$ cat src/sv/fljq_pkg.sv
// Types and constants of the four-lane priority job queue.
package fljq_pkg;

  localparam int unsigned IN_W  = 56;
  localparam int unsigned OUT_W = 80;

  typedef enum logic [2:0] {
    MODE_PUSH    = 3'd0,
    MODE_POP     = 3'd1,
    MODE_DRAIN   = 3'd2,
    MODE_CANCEL  = 3'd3,
    MODE_PEEK    = 3'd4,
    MODE_PROMOTE = 3'd5
  } mode_e;

  localparam logic [1:0] STATUS_OK    = 2'd0;
  localparam logic [1:0] STATUS_EMPTY = 2'd1;
  localparam logic [1:0] STATUS_FULL  = 2'd2;

  localparam logic [1:0] LANE_SESSION = 2'd2;
  localparam logic [1:0] LANE_NEW     = 2'd3;

  typedef struct packed {
    logic load;
    logic push;
    logic head_rd;
    logic head_take;
    logic scan_init;
    logic scan_next_lane;
    logic scan_rd;
    logic scan_miss;
    logic scan_hit;
    logic shift_rd;
    logic shift_wr;
    logic shift_done;
    logic pro_init;
    logic pro_rd;
    logic pro_wr;
    logic pro_done;
    logic finish;
  } fljq_cmd_t;

  typedef struct packed {
    logic [2:0] mode;
    logic       has_job;
    logic       scan_end;
    logic       idx_end;
    logic       match;
    logic       shift_end;
    logic       pro_end;
    logic       out_valid;
  } fljq_sts_t;

endpackage

$ cat src/sv/fljq_ram.sv
// Generic single-write, single-read RAM with registered read data.
module fljq_ram #(
  parameter int unsigned WIDTH = 48,
  parameter int unsigned DEPTH = 64
) (
  input  logic                     clk_i,
  input  logic                     we_i,
  input  logic [$clog2(DEPTH)-1:0] waddr_i,
  input  logic [WIDTH-1:0]         wdata_i,
  input  logic                     re_i,
  input  logic [$clog2(DEPTH)-1:0] raddr_i,
  output logic [WIDTH-1:0]         rdata_o
);

  logic [WIDTH-1:0] mem_q [DEPTH];

  always_ff @(posedge clk_i) begin
    if (we_i) begin
      mem_q[waddr_i] <= wdata_i;
    end
    if (re_i) begin
      rdata_o <= mem_q[raddr_i];
    end
  end

endmodule

$ cat src/sv/fljq_ctrl.sv
// Sequencer of the job queue: steps each request through the datapath.
module fljq_ctrl import fljq_pkg::*; (
  input  logic      clk_i,
  input  logic      rst_ni,
  input  logic      in_valid_i,
  output logic      in_ready_o,
  input  fljq_sts_t sts_i,
  output fljq_cmd_t cmd_o
);

  typedef enum logic [9:0] {
    ST_IDLE      = 10'b00_0000_0001,
    ST_DISPATCH  = 10'b00_0000_0010,
    ST_HEAD_WAIT = 10'b00_0000_0100,
    ST_SCAN_RD   = 10'b00_0000_1000,
    ST_SCAN_CHK  = 10'b00_0001_0000,
    ST_SHIFT_RD  = 10'b00_0010_0000,
    ST_SHIFT_WR  = 10'b00_0100_0000,
    ST_PRO_RD    = 10'b00_1000_0000,
    ST_PRO_WR    = 10'b01_0000_0000,
    ST_FINISH    = 10'b10_0000_0000
  } state_e;

  state_e state_q, state_d;

  assign in_ready_o = (state_q == ST_IDLE) && !sts_i.out_valid;

  always_comb begin
    state_d = state_q;
    cmd_o   = '0;
    case (state_q)
      ST_IDLE: begin
        if (in_ready_o && in_valid_i) begin
          cmd_o.load = 1'b1;
          state_d    = ST_DISPATCH;
        end
      end
      ST_DISPATCH: begin
        if (sts_i.mode == MODE_PUSH) begin
          cmd_o.push = 1'b1;
          state_d    = ST_FINISH;
        end else if (sts_i.mode inside {MODE_POP, MODE_DRAIN, MODE_PEEK}) begin
          if (sts_i.has_job) begin
            cmd_o.head_rd = 1'b1;
            state_d       = ST_HEAD_WAIT;
          end else begin
            state_d = ST_FINISH;
          end
        end else if (sts_i.mode == MODE_CANCEL) begin
          cmd_o.scan_init = 1'b1;
          state_d         = ST_SCAN_RD;
        end else if (sts_i.mode == MODE_PROMOTE) begin
          cmd_o.pro_init = 1'b1;
          state_d        = ST_PRO_RD;
        end else begin
          state_d = ST_FINISH;
        end
      end
      ST_HEAD_WAIT: begin
        cmd_o.head_take = 1'b1;
        state_d         = ST_FINISH;
      end
      ST_SCAN_RD: begin
        if (sts_i.scan_end) begin
          state_d = ST_FINISH;
        end else if (sts_i.idx_end) begin
          cmd_o.scan_next_lane = 1'b1;
        end else begin
          cmd_o.scan_rd = 1'b1;
          state_d       = ST_SCAN_CHK;
        end
      end
      ST_SCAN_CHK: begin
        if (sts_i.match) begin
          cmd_o.scan_hit = 1'b1;
          state_d        = ST_SHIFT_RD;
        end else begin
          cmd_o.scan_miss = 1'b1;
          state_d         = ST_SCAN_RD;
        end
      end
      ST_SHIFT_RD: begin
        if (sts_i.shift_end) begin
          cmd_o.shift_done = 1'b1;
          state_d          = ST_FINISH;
        end else begin
          cmd_o.shift_rd = 1'b1;
          state_d        = ST_SHIFT_WR;
        end
      end
      ST_SHIFT_WR: begin
        cmd_o.shift_wr = 1'b1;
        state_d        = ST_SHIFT_RD;
      end
      ST_PRO_RD: begin
        if (sts_i.pro_end) begin
          cmd_o.pro_done = 1'b1;
          state_d        = ST_FINISH;
        end else begin
          cmd_o.pro_rd = 1'b1;
          state_d      = ST_PRO_WR;
        end
      end
      ST_PRO_WR: begin
        cmd_o.pro_wr = 1'b1;
        state_d      = ST_PRO_RD;
      end
      ST_FINISH: begin
        cmd_o.finish = 1'b1;
        state_d      = ST_IDLE;
      end
      default: begin
        state_d = ST_IDLE;
      end
    endcase
  end

  always_ff @(posedge clk_i or negedge rst_ni) begin
    if (!rst_ni) begin
      state_q <= ST_IDLE;
    end else begin
      state_q <= state_d;
    end
  end

endmodule

$ cat src/sv/fljq_dp.sv
// Datapath of the job queue: lane pointers, entry RAM, result register.
module fljq_dp import fljq_pkg::*; #(
  parameter int unsigned LANE_DEPTH = 16
) (
  input  logic             clk_i,
  input  logic             rst_ni,
  input  logic [IN_W-1:0]  in_data_i,
  input  logic             cfg_we_i,
  input  logic [31:0]      cfg_wdata_i,
  input  fljq_cmd_t        cmd_i,
  output fljq_sts_t        sts_o,
  output logic             out_valid_o,
  input  logic             out_ready_i,
  output logic [OUT_W-1:0] out_data_o
);

  localparam int unsigned PW = (LANE_DEPTH > 1) ? $clog2(LANE_DEPTH) : 1;
  localparam int unsigned CW = $clog2(LANE_DEPTH + 1);
  localparam int unsigned NE = 4 * LANE_DEPTH;
  localparam int unsigned AW = $clog2(NE);

  logic [PW-1:0] head_q [4];
  logic [CW-1:0] cnt_q  [4];
  logic [31:0]   thr_q;
  logic          out_valid_q;
  logic [OUT_W-1:0] out_data_q;

  logic [2:0]    mode_q;
  logic [15:0]   tag_q;
  logic [1:0]    prio_q;
  logic [31:0]   time_q;
  logic [2:0]    lane_q;
  logic [CW-1:0] idx_q;
  logic [CW-1:0] keep_q;
  logic [CW-1:0] prom_q;
  logic [1:0]    res_status_q;
  logic [15:0]   ftag_q;
  logic [1:0]    flane_q;
  logic [31:0]   ftime_q;

  logic [1:0]    sel_lane;
  logic          has_job;
  logic          push_full;
  logic          pro_ok;
  logic [47:0]   rdata;
  logic [CW-1:0] idx_inc;
  logic [CW-1:0] cur_cnt;

  logic          rd_en, wr_en;
  logic [1:0]    rd_lane, wr_lane;
  logic [CW-1:0] rd_off, wr_off;
  logic [AW-1:0] rd_addr, wr_addr;
  logic [47:0]   wr_data;

  function automatic logic [PW-1:0] wrap_slot(input logic [PW-1:0] base,
                                              input logic [CW-1:0] off);
    logic [CW:0] sum;
    sum = (CW+1)'(base) + (CW+1)'(off);
    if (sum >= (CW+1)'(LANE_DEPTH)) begin
      sum = sum - (CW+1)'(LANE_DEPTH);
    end
    return sum[PW-1:0];
  endfunction

  function automatic logic [AW-1:0] mk_addr(input logic [1:0] lane,
                                            input logic [PW-1:0] slot);
    return AW'(lane) * AW'(LANE_DEPTH) + AW'(slot);
  endfunction

  // first non-empty lane; drain pop sees only the top two
  always_comb begin
    has_job  = 1'b0;
    sel_lane = 2'd0;
    for (int l = 3; l >= 0; l--) begin
      if (cnt_q[l] != '0 && (mode_q != MODE_DRAIN || l < 2)) begin
        has_job  = 1'b1;
        sel_lane = 2'(l);
      end
    end
  end

  assign push_full = (cnt_q[prio_q] >= CW'(LANE_DEPTH));
  assign pro_ok    = ((time_q - rdata[47:16]) >= thr_q) &&
                     (cnt_q[LANE_SESSION] < CW'(LANE_DEPTH));
  assign idx_inc   = idx_q + CW'(1);
  assign cur_cnt   = cnt_q[lane_q[1:0]];

  always_comb begin
    rd_lane = sel_lane;
    rd_off  = '0;
    if (cmd_i.scan_rd) begin
      rd_lane = lane_q[1:0];
      rd_off  = idx_q;
    end else if (cmd_i.shift_rd) begin
      rd_lane = lane_q[1:0];
      rd_off  = idx_inc;
    end else if (cmd_i.pro_rd) begin
      rd_lane = LANE_NEW;
      rd_off  = idx_q;
    end
    rd_en   = cmd_i.head_rd | cmd_i.scan_rd | cmd_i.shift_rd | cmd_i.pro_rd;
    rd_addr = mk_addr(rd_lane, wrap_slot(head_q[rd_lane], rd_off));
  end

  always_comb begin
    wr_lane = prio_q;
    wr_off  = cnt_q[prio_q];
    wr_data = {time_q, tag_q};
    wr_en   = cmd_i.push && !push_full;
    if (cmd_i.shift_wr) begin
      wr_lane = lane_q[1:0];
      wr_off  = idx_q;
      wr_data = rdata;
      wr_en   = 1'b1;
    end else if (cmd_i.pro_wr) begin
      wr_data = rdata;
      wr_en   = 1'b1;
      if (pro_ok) begin
        wr_lane = LANE_SESSION;
        wr_off  = cnt_q[LANE_SESSION];
      end else begin
        wr_lane = LANE_NEW;
        wr_off  = keep_q;
      end
    end
    wr_addr = mk_addr(wr_lane, wrap_slot(head_q[wr_lane], wr_off));
  end

  fljq_ram #(
    .WIDTH (48),
    .DEPTH (NE)
  ) u_ram (
    .clk_i   (clk_i),
    .we_i    (wr_en),
    .waddr_i (wr_addr),
    .wdata_i (wr_data),
    .re_i    (rd_en),
    .raddr_i (rd_addr),
    .rdata_o (rdata)
  );

  always_ff @(posedge clk_i or negedge rst_ni) begin
    if (!rst_ni) begin
      for (int l = 0; l < 4; l++) begin
        head_q[l] <= '0;
        cnt_q[l]  <= '0;
      end
      thr_q       <= 32'd1000;
      out_valid_q <= 1'b0;
    end else begin
      if (cfg_we_i) begin
        thr_q <= cfg_wdata_i;
      end
      if (cmd_i.push && !push_full) begin
        cnt_q[prio_q] <= cnt_q[prio_q] + CW'(1);
      end
      if (cmd_i.head_take && mode_q != MODE_PEEK) begin
        head_q[sel_lane] <= wrap_slot(head_q[sel_lane], CW'(1));
        cnt_q[sel_lane]  <= cnt_q[sel_lane] - CW'(1);
      end
      if (cmd_i.shift_done) begin
        cnt_q[lane_q[1:0]] <= cur_cnt - CW'(1);
      end
      if (cmd_i.pro_wr && pro_ok) begin
        cnt_q[LANE_SESSION] <= cnt_q[LANE_SESSION] + CW'(1);
      end
      if (cmd_i.pro_done) begin
        cnt_q[LANE_NEW] <= keep_q;
      end
      if (cmd_i.finish) begin
        out_valid_q <= 1'b1;
      end else if (out_ready_i) begin
        out_valid_q <= 1'b0;
      end
    end
  end

  always_ff @(posedge clk_i) begin
    if (cmd_i.load) begin
      mode_q       <= in_data_i[2:0];
      tag_q        <= in_data_i[18:3];
      prio_q       <= in_data_i[20:19];
      time_q       <= in_data_i[52:21];
      res_status_q <= STATUS_EMPTY;
      ftag_q       <= '0;
      flane_q      <= '0;
      ftime_q      <= '0;
      prom_q       <= '0;
    end
    if (cmd_i.push) begin
      res_status_q <= push_full ? STATUS_FULL : STATUS_OK;
    end
    if (cmd_i.head_take) begin
      res_status_q <= STATUS_OK;
      ftag_q       <= rdata[15:0];
      ftime_q      <= rdata[47:16];
      flane_q      <= sel_lane;
    end
    if (cmd_i.scan_init) begin
      lane_q <= '0;
      idx_q  <= '0;
    end
    if (cmd_i.scan_next_lane) begin
      lane_q <= lane_q + 3'd1;
      idx_q  <= '0;
    end
    if (cmd_i.scan_miss || cmd_i.shift_wr) begin
      idx_q <= idx_inc;
    end
    if (cmd_i.scan_hit) begin
      res_status_q <= STATUS_OK;
      ftag_q       <= tag_q;
      ftime_q      <= rdata[47:16];
      flane_q      <= lane_q[1:0];
    end
    if (cmd_i.pro_init) begin
      idx_q  <= '0;
      keep_q <= '0;
    end
    if (cmd_i.pro_wr) begin
      idx_q <= idx_inc;
      if (pro_ok) begin
        prom_q <= prom_q + CW'(1);
      end else begin
        keep_q <= keep_q + CW'(1);
      end
    end
    if (cmd_i.pro_done) begin
      res_status_q <= STATUS_OK;
    end
    if (cmd_i.finish) begin
      out_data_q <= {2'b00,
                     (cnt_q[0] != '0) || (cnt_q[1] != '0),
                     5'(cnt_q[3]), 5'(cnt_q[2]), 5'(cnt_q[1]), 5'(cnt_q[0]),
                     5'(prom_q), ftime_q, flane_q, ftag_q, res_status_q};
    end
  end

  assign sts_o.mode      = mode_q;
  assign sts_o.has_job   = has_job;
  assign sts_o.scan_end  = lane_q[2];
  assign sts_o.idx_end   = idx_q >= cur_cnt;
  assign sts_o.match     = rdata[15:0] == tag_q;
  assign sts_o.shift_end = idx_inc >= cur_cnt;
  assign sts_o.pro_end   = idx_q >= cnt_q[LANE_NEW];
  assign sts_o.out_valid = out_valid_q;

  assign out_valid_o = out_valid_q;
  assign out_data_o  = out_data_q;

endmodule

$ cat src/sv/four_lane_priority_job_queue_core.sv
// Top level of the four-lane strict-priority job queue.
// Four FIFO lanes (control, tool, session, new) of LANE_DEPTH jobs each share one
// 48-bit entry RAM of 4*LANE_DEPTH words; each lane is a ring with a head pointer and
// a count. One request is worked at a time and gives exactly one response. Requests
// are worked by a walk of the single-read-port RAM: push writes the lane tail; pop,
// drain and peek read the head of the first non-empty lane searched; cancel scans the
// lanes in order, compares each entry with the tag and shifts the entries behind the
// match to close the gap; promote walks the new lane and moves each job old enough
// into the session lane while it has room. A new request is taken once the previous
// response has left the output register, so requests never overlap. No clearing pass:
// entries are only read below a lane count.
module four_lane_priority_job_queue_core import fljq_pkg::*; #(
  parameter int unsigned LANE_DEPTH = 16
) (
  input  logic             clk_i,
  input  logic             rst_ni,
  // request: mode[2:0], job_tag[18:3], priority_req[20:19], time_ms[52:21], zero pad
  input  logic             s_axis_tvalid,
  output logic             s_axis_tready,
  input  logic [IN_W-1:0]  s_axis_tdata,
  // response: status[1:0], found_tag[17:2], found_lane[19:18], found_time[51:20],
  // moved_count[56:52], count_control[61:57], count_tool[66:62],
  // count_session[71:67], count_new[76:72], drain_work[77], zero pad
  output logic             m_axis_tvalid,
  input  logic             m_axis_tready,
  output logic [OUT_W-1:0] m_axis_tdata,
  // age threshold in ms, write-only
  input  logic             cfg_we_i,
  input  logic [31:0]      cfg_wdata_i
);

  fljq_cmd_t cmd;
  fljq_sts_t sts;

  fljq_ctrl u_ctrl (
    .clk_i      (clk_i),
    .rst_ni     (rst_ni),
    .in_valid_i (s_axis_tvalid),
    .in_ready_o (s_axis_tready),
    .sts_i      (sts),
    .cmd_o      (cmd)
  );

  fljq_dp #(
    .LANE_DEPTH (LANE_DEPTH)
  ) u_dp (
    .clk_i       (clk_i),
    .rst_ni      (rst_ni),
    .in_data_i   (s_axis_tdata),
    .cfg_we_i    (cfg_we_i),
    .cfg_wdata_i (cfg_wdata_i),
    .cmd_i       (cmd),
    .sts_o       (sts),
    .out_valid_o (m_axis_tvalid),
    .out_ready_i (m_axis_tready),
    .out_data_o  (m_axis_tdata)
  );

endmodule

$ cat config.mk
export PLATFORM = sky130hd
export DESIGN_NAME = four_lane_priority_job_queue_core
export DESIGN_NICKNAME = d
export VERILOG_FILES = /design/src/sv/fljq_pkg.sv /design/src/sv/fljq_ram.sv /design/src/sv/fljq_ctrl.sv /design/src/sv/fljq_dp.sv /design/src/sv/four_lane_priority_job_queue_core.sv
export SDC_FILE = /design/constraint.sdc
export NUM_CORES = 2
export LEC_CHECK = 0
export ABC_CLOCK_PERIOD_IN_PS = 21000
export BUFFER_PORTS_ARGS = -buffer_cell sky130_fd_sc_hd__buf_2
export CAP_MARGIN = 10
export CORE_MARGIN = 2
export CORE_UTILIZATION = 45
export DETAILED_ROUTE_END_ITERATION = 6
export GPL_ROUTABILITY_DRIVEN = 0
export HOLD_SLACK_MARGIN = 0.05
export SETUP_SLACK_MARGIN = 0.05
export SLEW_MARGIN = 20
export SYNTH_ARGS = -nofsm -noshare
export SYNTH_HDL_FRONTEND = slang
export SYNTH_SLANG_ARGS = --single-unit
export TNS_END_PERCENT = 10
$ cat constraint.sdc
create_clock -name clk_i -period 21 [get_ports clk_i]
set_input_delay 1.05 -clock clk_i [delete_from_list [all_inputs] [get_ports clk_i]]
set_output_delay 1.05 -clock clk_i [all_outputs]
set_load 0.01 [all_outputs]
==> out/qor.txt <==
Die Wd - 550 um
most frequent cells in the layout - 3309 x edfxtp_1, 778 x mux4_2, 381 x nand2_1
worst min-delay path class - in2async
unrepaired setup endpoints after global routing - no
Netlist cell types - 83
post-cts repair resize count - 0
CP max-delay cell - nor2_4
setup TNS - 0 ps
Mapped Area - 0.134 sq mm
CP most frequent cell - nor2_1
skew final - 60.6 ps
pin count of the biggest net entering global routing - 119
port bufs - 169
postcts setup bufs - 0
io pins - 175
worst-margin pin slew - 1230 ps
wire per inst - 32.0 um
die area - 0.303 sq mm
DP Worst Slack - 10320 ps
Worst Setup Start Kind - flop
worst-skew pair later-pin latency - 940 ps
Primary FF master, synth - edfxtp_1
Initial DRC Count - 8796
CTS buffer count - 353
DRC - 0
sequential area share after synthesis - 75.6%
Yosys warning total - 0
Tmin final - 10720 ps
final worst-path cycle share - 51.0%
Max VDD drop - 0.284 mV
CTS tree - built
Tot GR Track Use - 23.2%
Synth Instances - 6475
drt total wl - 355000 um
Max FO, Critical Path - 32
Required @ worst endpoint - 21550 ps
layout net count - 7081
Post-synth EDFFs - 3309
Rows - 200
flops & latches, synth - 3400
CTS Hold Bufs - 0
final antenna-violating net count - 0
Leakage Power - 49.1 nW
achievable frequency - 93.3 MHz
Vias - 67300
Critical Path End Type - flop
Sink Count - 3400
Pre-Repair DR Iteration Count - 6
Post-Syn Area per Cell - 20.8 sq um
slack of the critical path - 10280 ps
setup violators final - 0
clk buf depth - 4
fillers - 23200
gr ovfl total - 0
ys async rst share - 2.32%
dpl hpwl - 202000 um
status - completed
vias in the first global route - 67300
Die H - 550 um
max_slew headroom - 17.6%
vias per std cell - 6.06
Initial Utilization - 45.2%
antenna violations before repair - 24
share of layout cells above drive strength 1 - 27.6%
worst stage delay on the critical path - 890 ps
Clock Tree Root - clkbuf_16
Pins Over Slew Limit - 0
core area - 0.297 sq mm
clk slew on worst S/H paths - 60 ps
Final Hold Viols - 0
commonest non-fill, non-tap cell in the layout - edfxtp_1
pwr/cell area - 178 mW/mm^2
WP data arrival - 11260 ps
H-tree depth - 5
max cap viols - 0
first-pass GRT wire length - 501000 um
Power, Total - 27.1 mW
type of the worst setup path - reg2reg
synthesis-to-finish area growth - 13.3%
[metal layers]
layer | share of wire (%) | routed length (um) | track usage (%)
met5 | 0.0037 | 13 | 0
met4 | 2.7 | 9450 | 6.08
met3 | 7.9 | 28100 | 3.37
met2 | 47 | 168000 | 36.9
met1 | 42 | 149000 | 34.0
[final timing paths]
check | from | to | slack (ps) | cells after the start
max | u_dp.u_ram.rdata_o[17]$_DFFE_PP_ | u_dp.u_ram.mem_q[52][23]$_DFFE_PP_ | 10280 | 36
min | rst_ni | u_dp.thr_q[31]$_DFFE_PN0P_ | 170 | 1
max reg2reg | u_dp.u_ram.rdata_o[17]$_DFFE_PP_ | u_dp.u_ram.mem_q[52][23]$_DFFE_PP_ | 10280 | 36
min reg2reg | u_dp.ftag_q[9]$_DFFE_PP_ | u_dp.out_data_o[11]$_DFFE_PP_ | 420 | 0
max in group asynchronous | rst_ni | u_dp.cnt_q[19]$_DFF_PN0_ | 20240 | 1
min in group clk_i | s_axis_tdata[0] | u_dp.mode_q[0]$_DFFE_PP_ | 290 | 1
[layout make-up]
cell class | instances | area, sq um | area share (%)
clock inverters | 180 | 1610 | 1.05
inverters | 100 | 377 | 0.247
clock buffers | 448 | 9280 | 6.10
multi-input cells | 2650 | 31900 | 20.9
diodes | 2 | 5.00 | 0.00329
flip-flops and latches | 3400 | 102000 | 66.7
well taps | 3939 | 4930 | 3.24
repair buffers | 383 | 2590 | 1.70
[synthesized netlist by cell type, types with 53 or more instances]
master	count	area (sq um)
mux2_2	151	1700
edfxtp_1	3309	99400
nor2_1	148	556
inv_1	100	375
a32o_1	82	821
mux2_1	53	597
clkbuf_1	254	953
o21ai_0	135	676
a21oi_1	73	365
mux2i_1	127	1270
dfrtp_1	72	1800
o22ai_1	96	601
ha_1	97	1210
nand2_1	382	1430
mux4_2	778	17500
[stage by stage]
| stage | std cells | hold slack (ps) | util (%) | instance area, sq um |
|---|---|---|---|---|
| 2_1_floorplan | 6476 | 400 | - | 134000 |
| 3_3_place_gp | 10500 | 404 | 47.5 | 141000 |
| 3_5_place_dp | 10500 | 405 | 47.6 | 141000 |
| 4_1_cts | 11100 | 219 | 51.2 | 152000 |
| 5_1_grt | 11100 | 191 | 51.3 | 152000 |
| 6_report | 11100 | 169 | 51.3 | 152000 |
[cell families (layout without fill, tap and decap cells)]
kind of cell | Yosys count | count (layout) | synth area share, %
xor+xnor | 75 | 75 | 0.489
mux | 1110 | 1110 | 15.7
other cells | 1 | 4 | 0.00279
fa+ha+maj | 100 | 100 | 0.948
buf+inv | 426 | 1111 | 1.43
simple gates | 804 | 804 | 2.96
compound gates | 559 | 559 | 2.86
flops | 3400 | 3400 | 75.6
[where the power goes]
| part | leakage, nW | total [mW] | switching, mW | internal, mW |
|---|---|---|---|---|
| sequential | 30.9 | 8.25 | 0.0999 | 8.15 |
| combinational | 12.9 | 12.9 | 7.39 | 5.51 |
| clock | 5.29 | 5.95 | 2.60 | 3.35 |
[flip-flops by register name, indices dropped and copies added, names as in the netlist, 16 cells and up]
signal              count
u_dp.u_ram.mem_q     3072
u_dp.ftag_q            16
u_dp.u_ram.rdata_o     48
u_dp.out_data_o        78
u_dp.thr_q             32
u_dp.time_q            32
u_dp.ftime_q           32
u_dp.tag_q             16
u_dp.cnt_q             20
u_dp.head_q            16
[critical path, delay by kind of cell, from the launching register on]
family | cells | cell delay [ps]
XOR/XNOR | 2 | 430
flip-flops | 1 | 390
AO/OA/AOI/OAI | 18 | 4440
AND/OR/NAND/NOR | 9 | 2720
buffers and inverters | 4 | 1390
adder cells (fa/ha/maj) | 3 | 840
(Power assumes the default switching activity.)
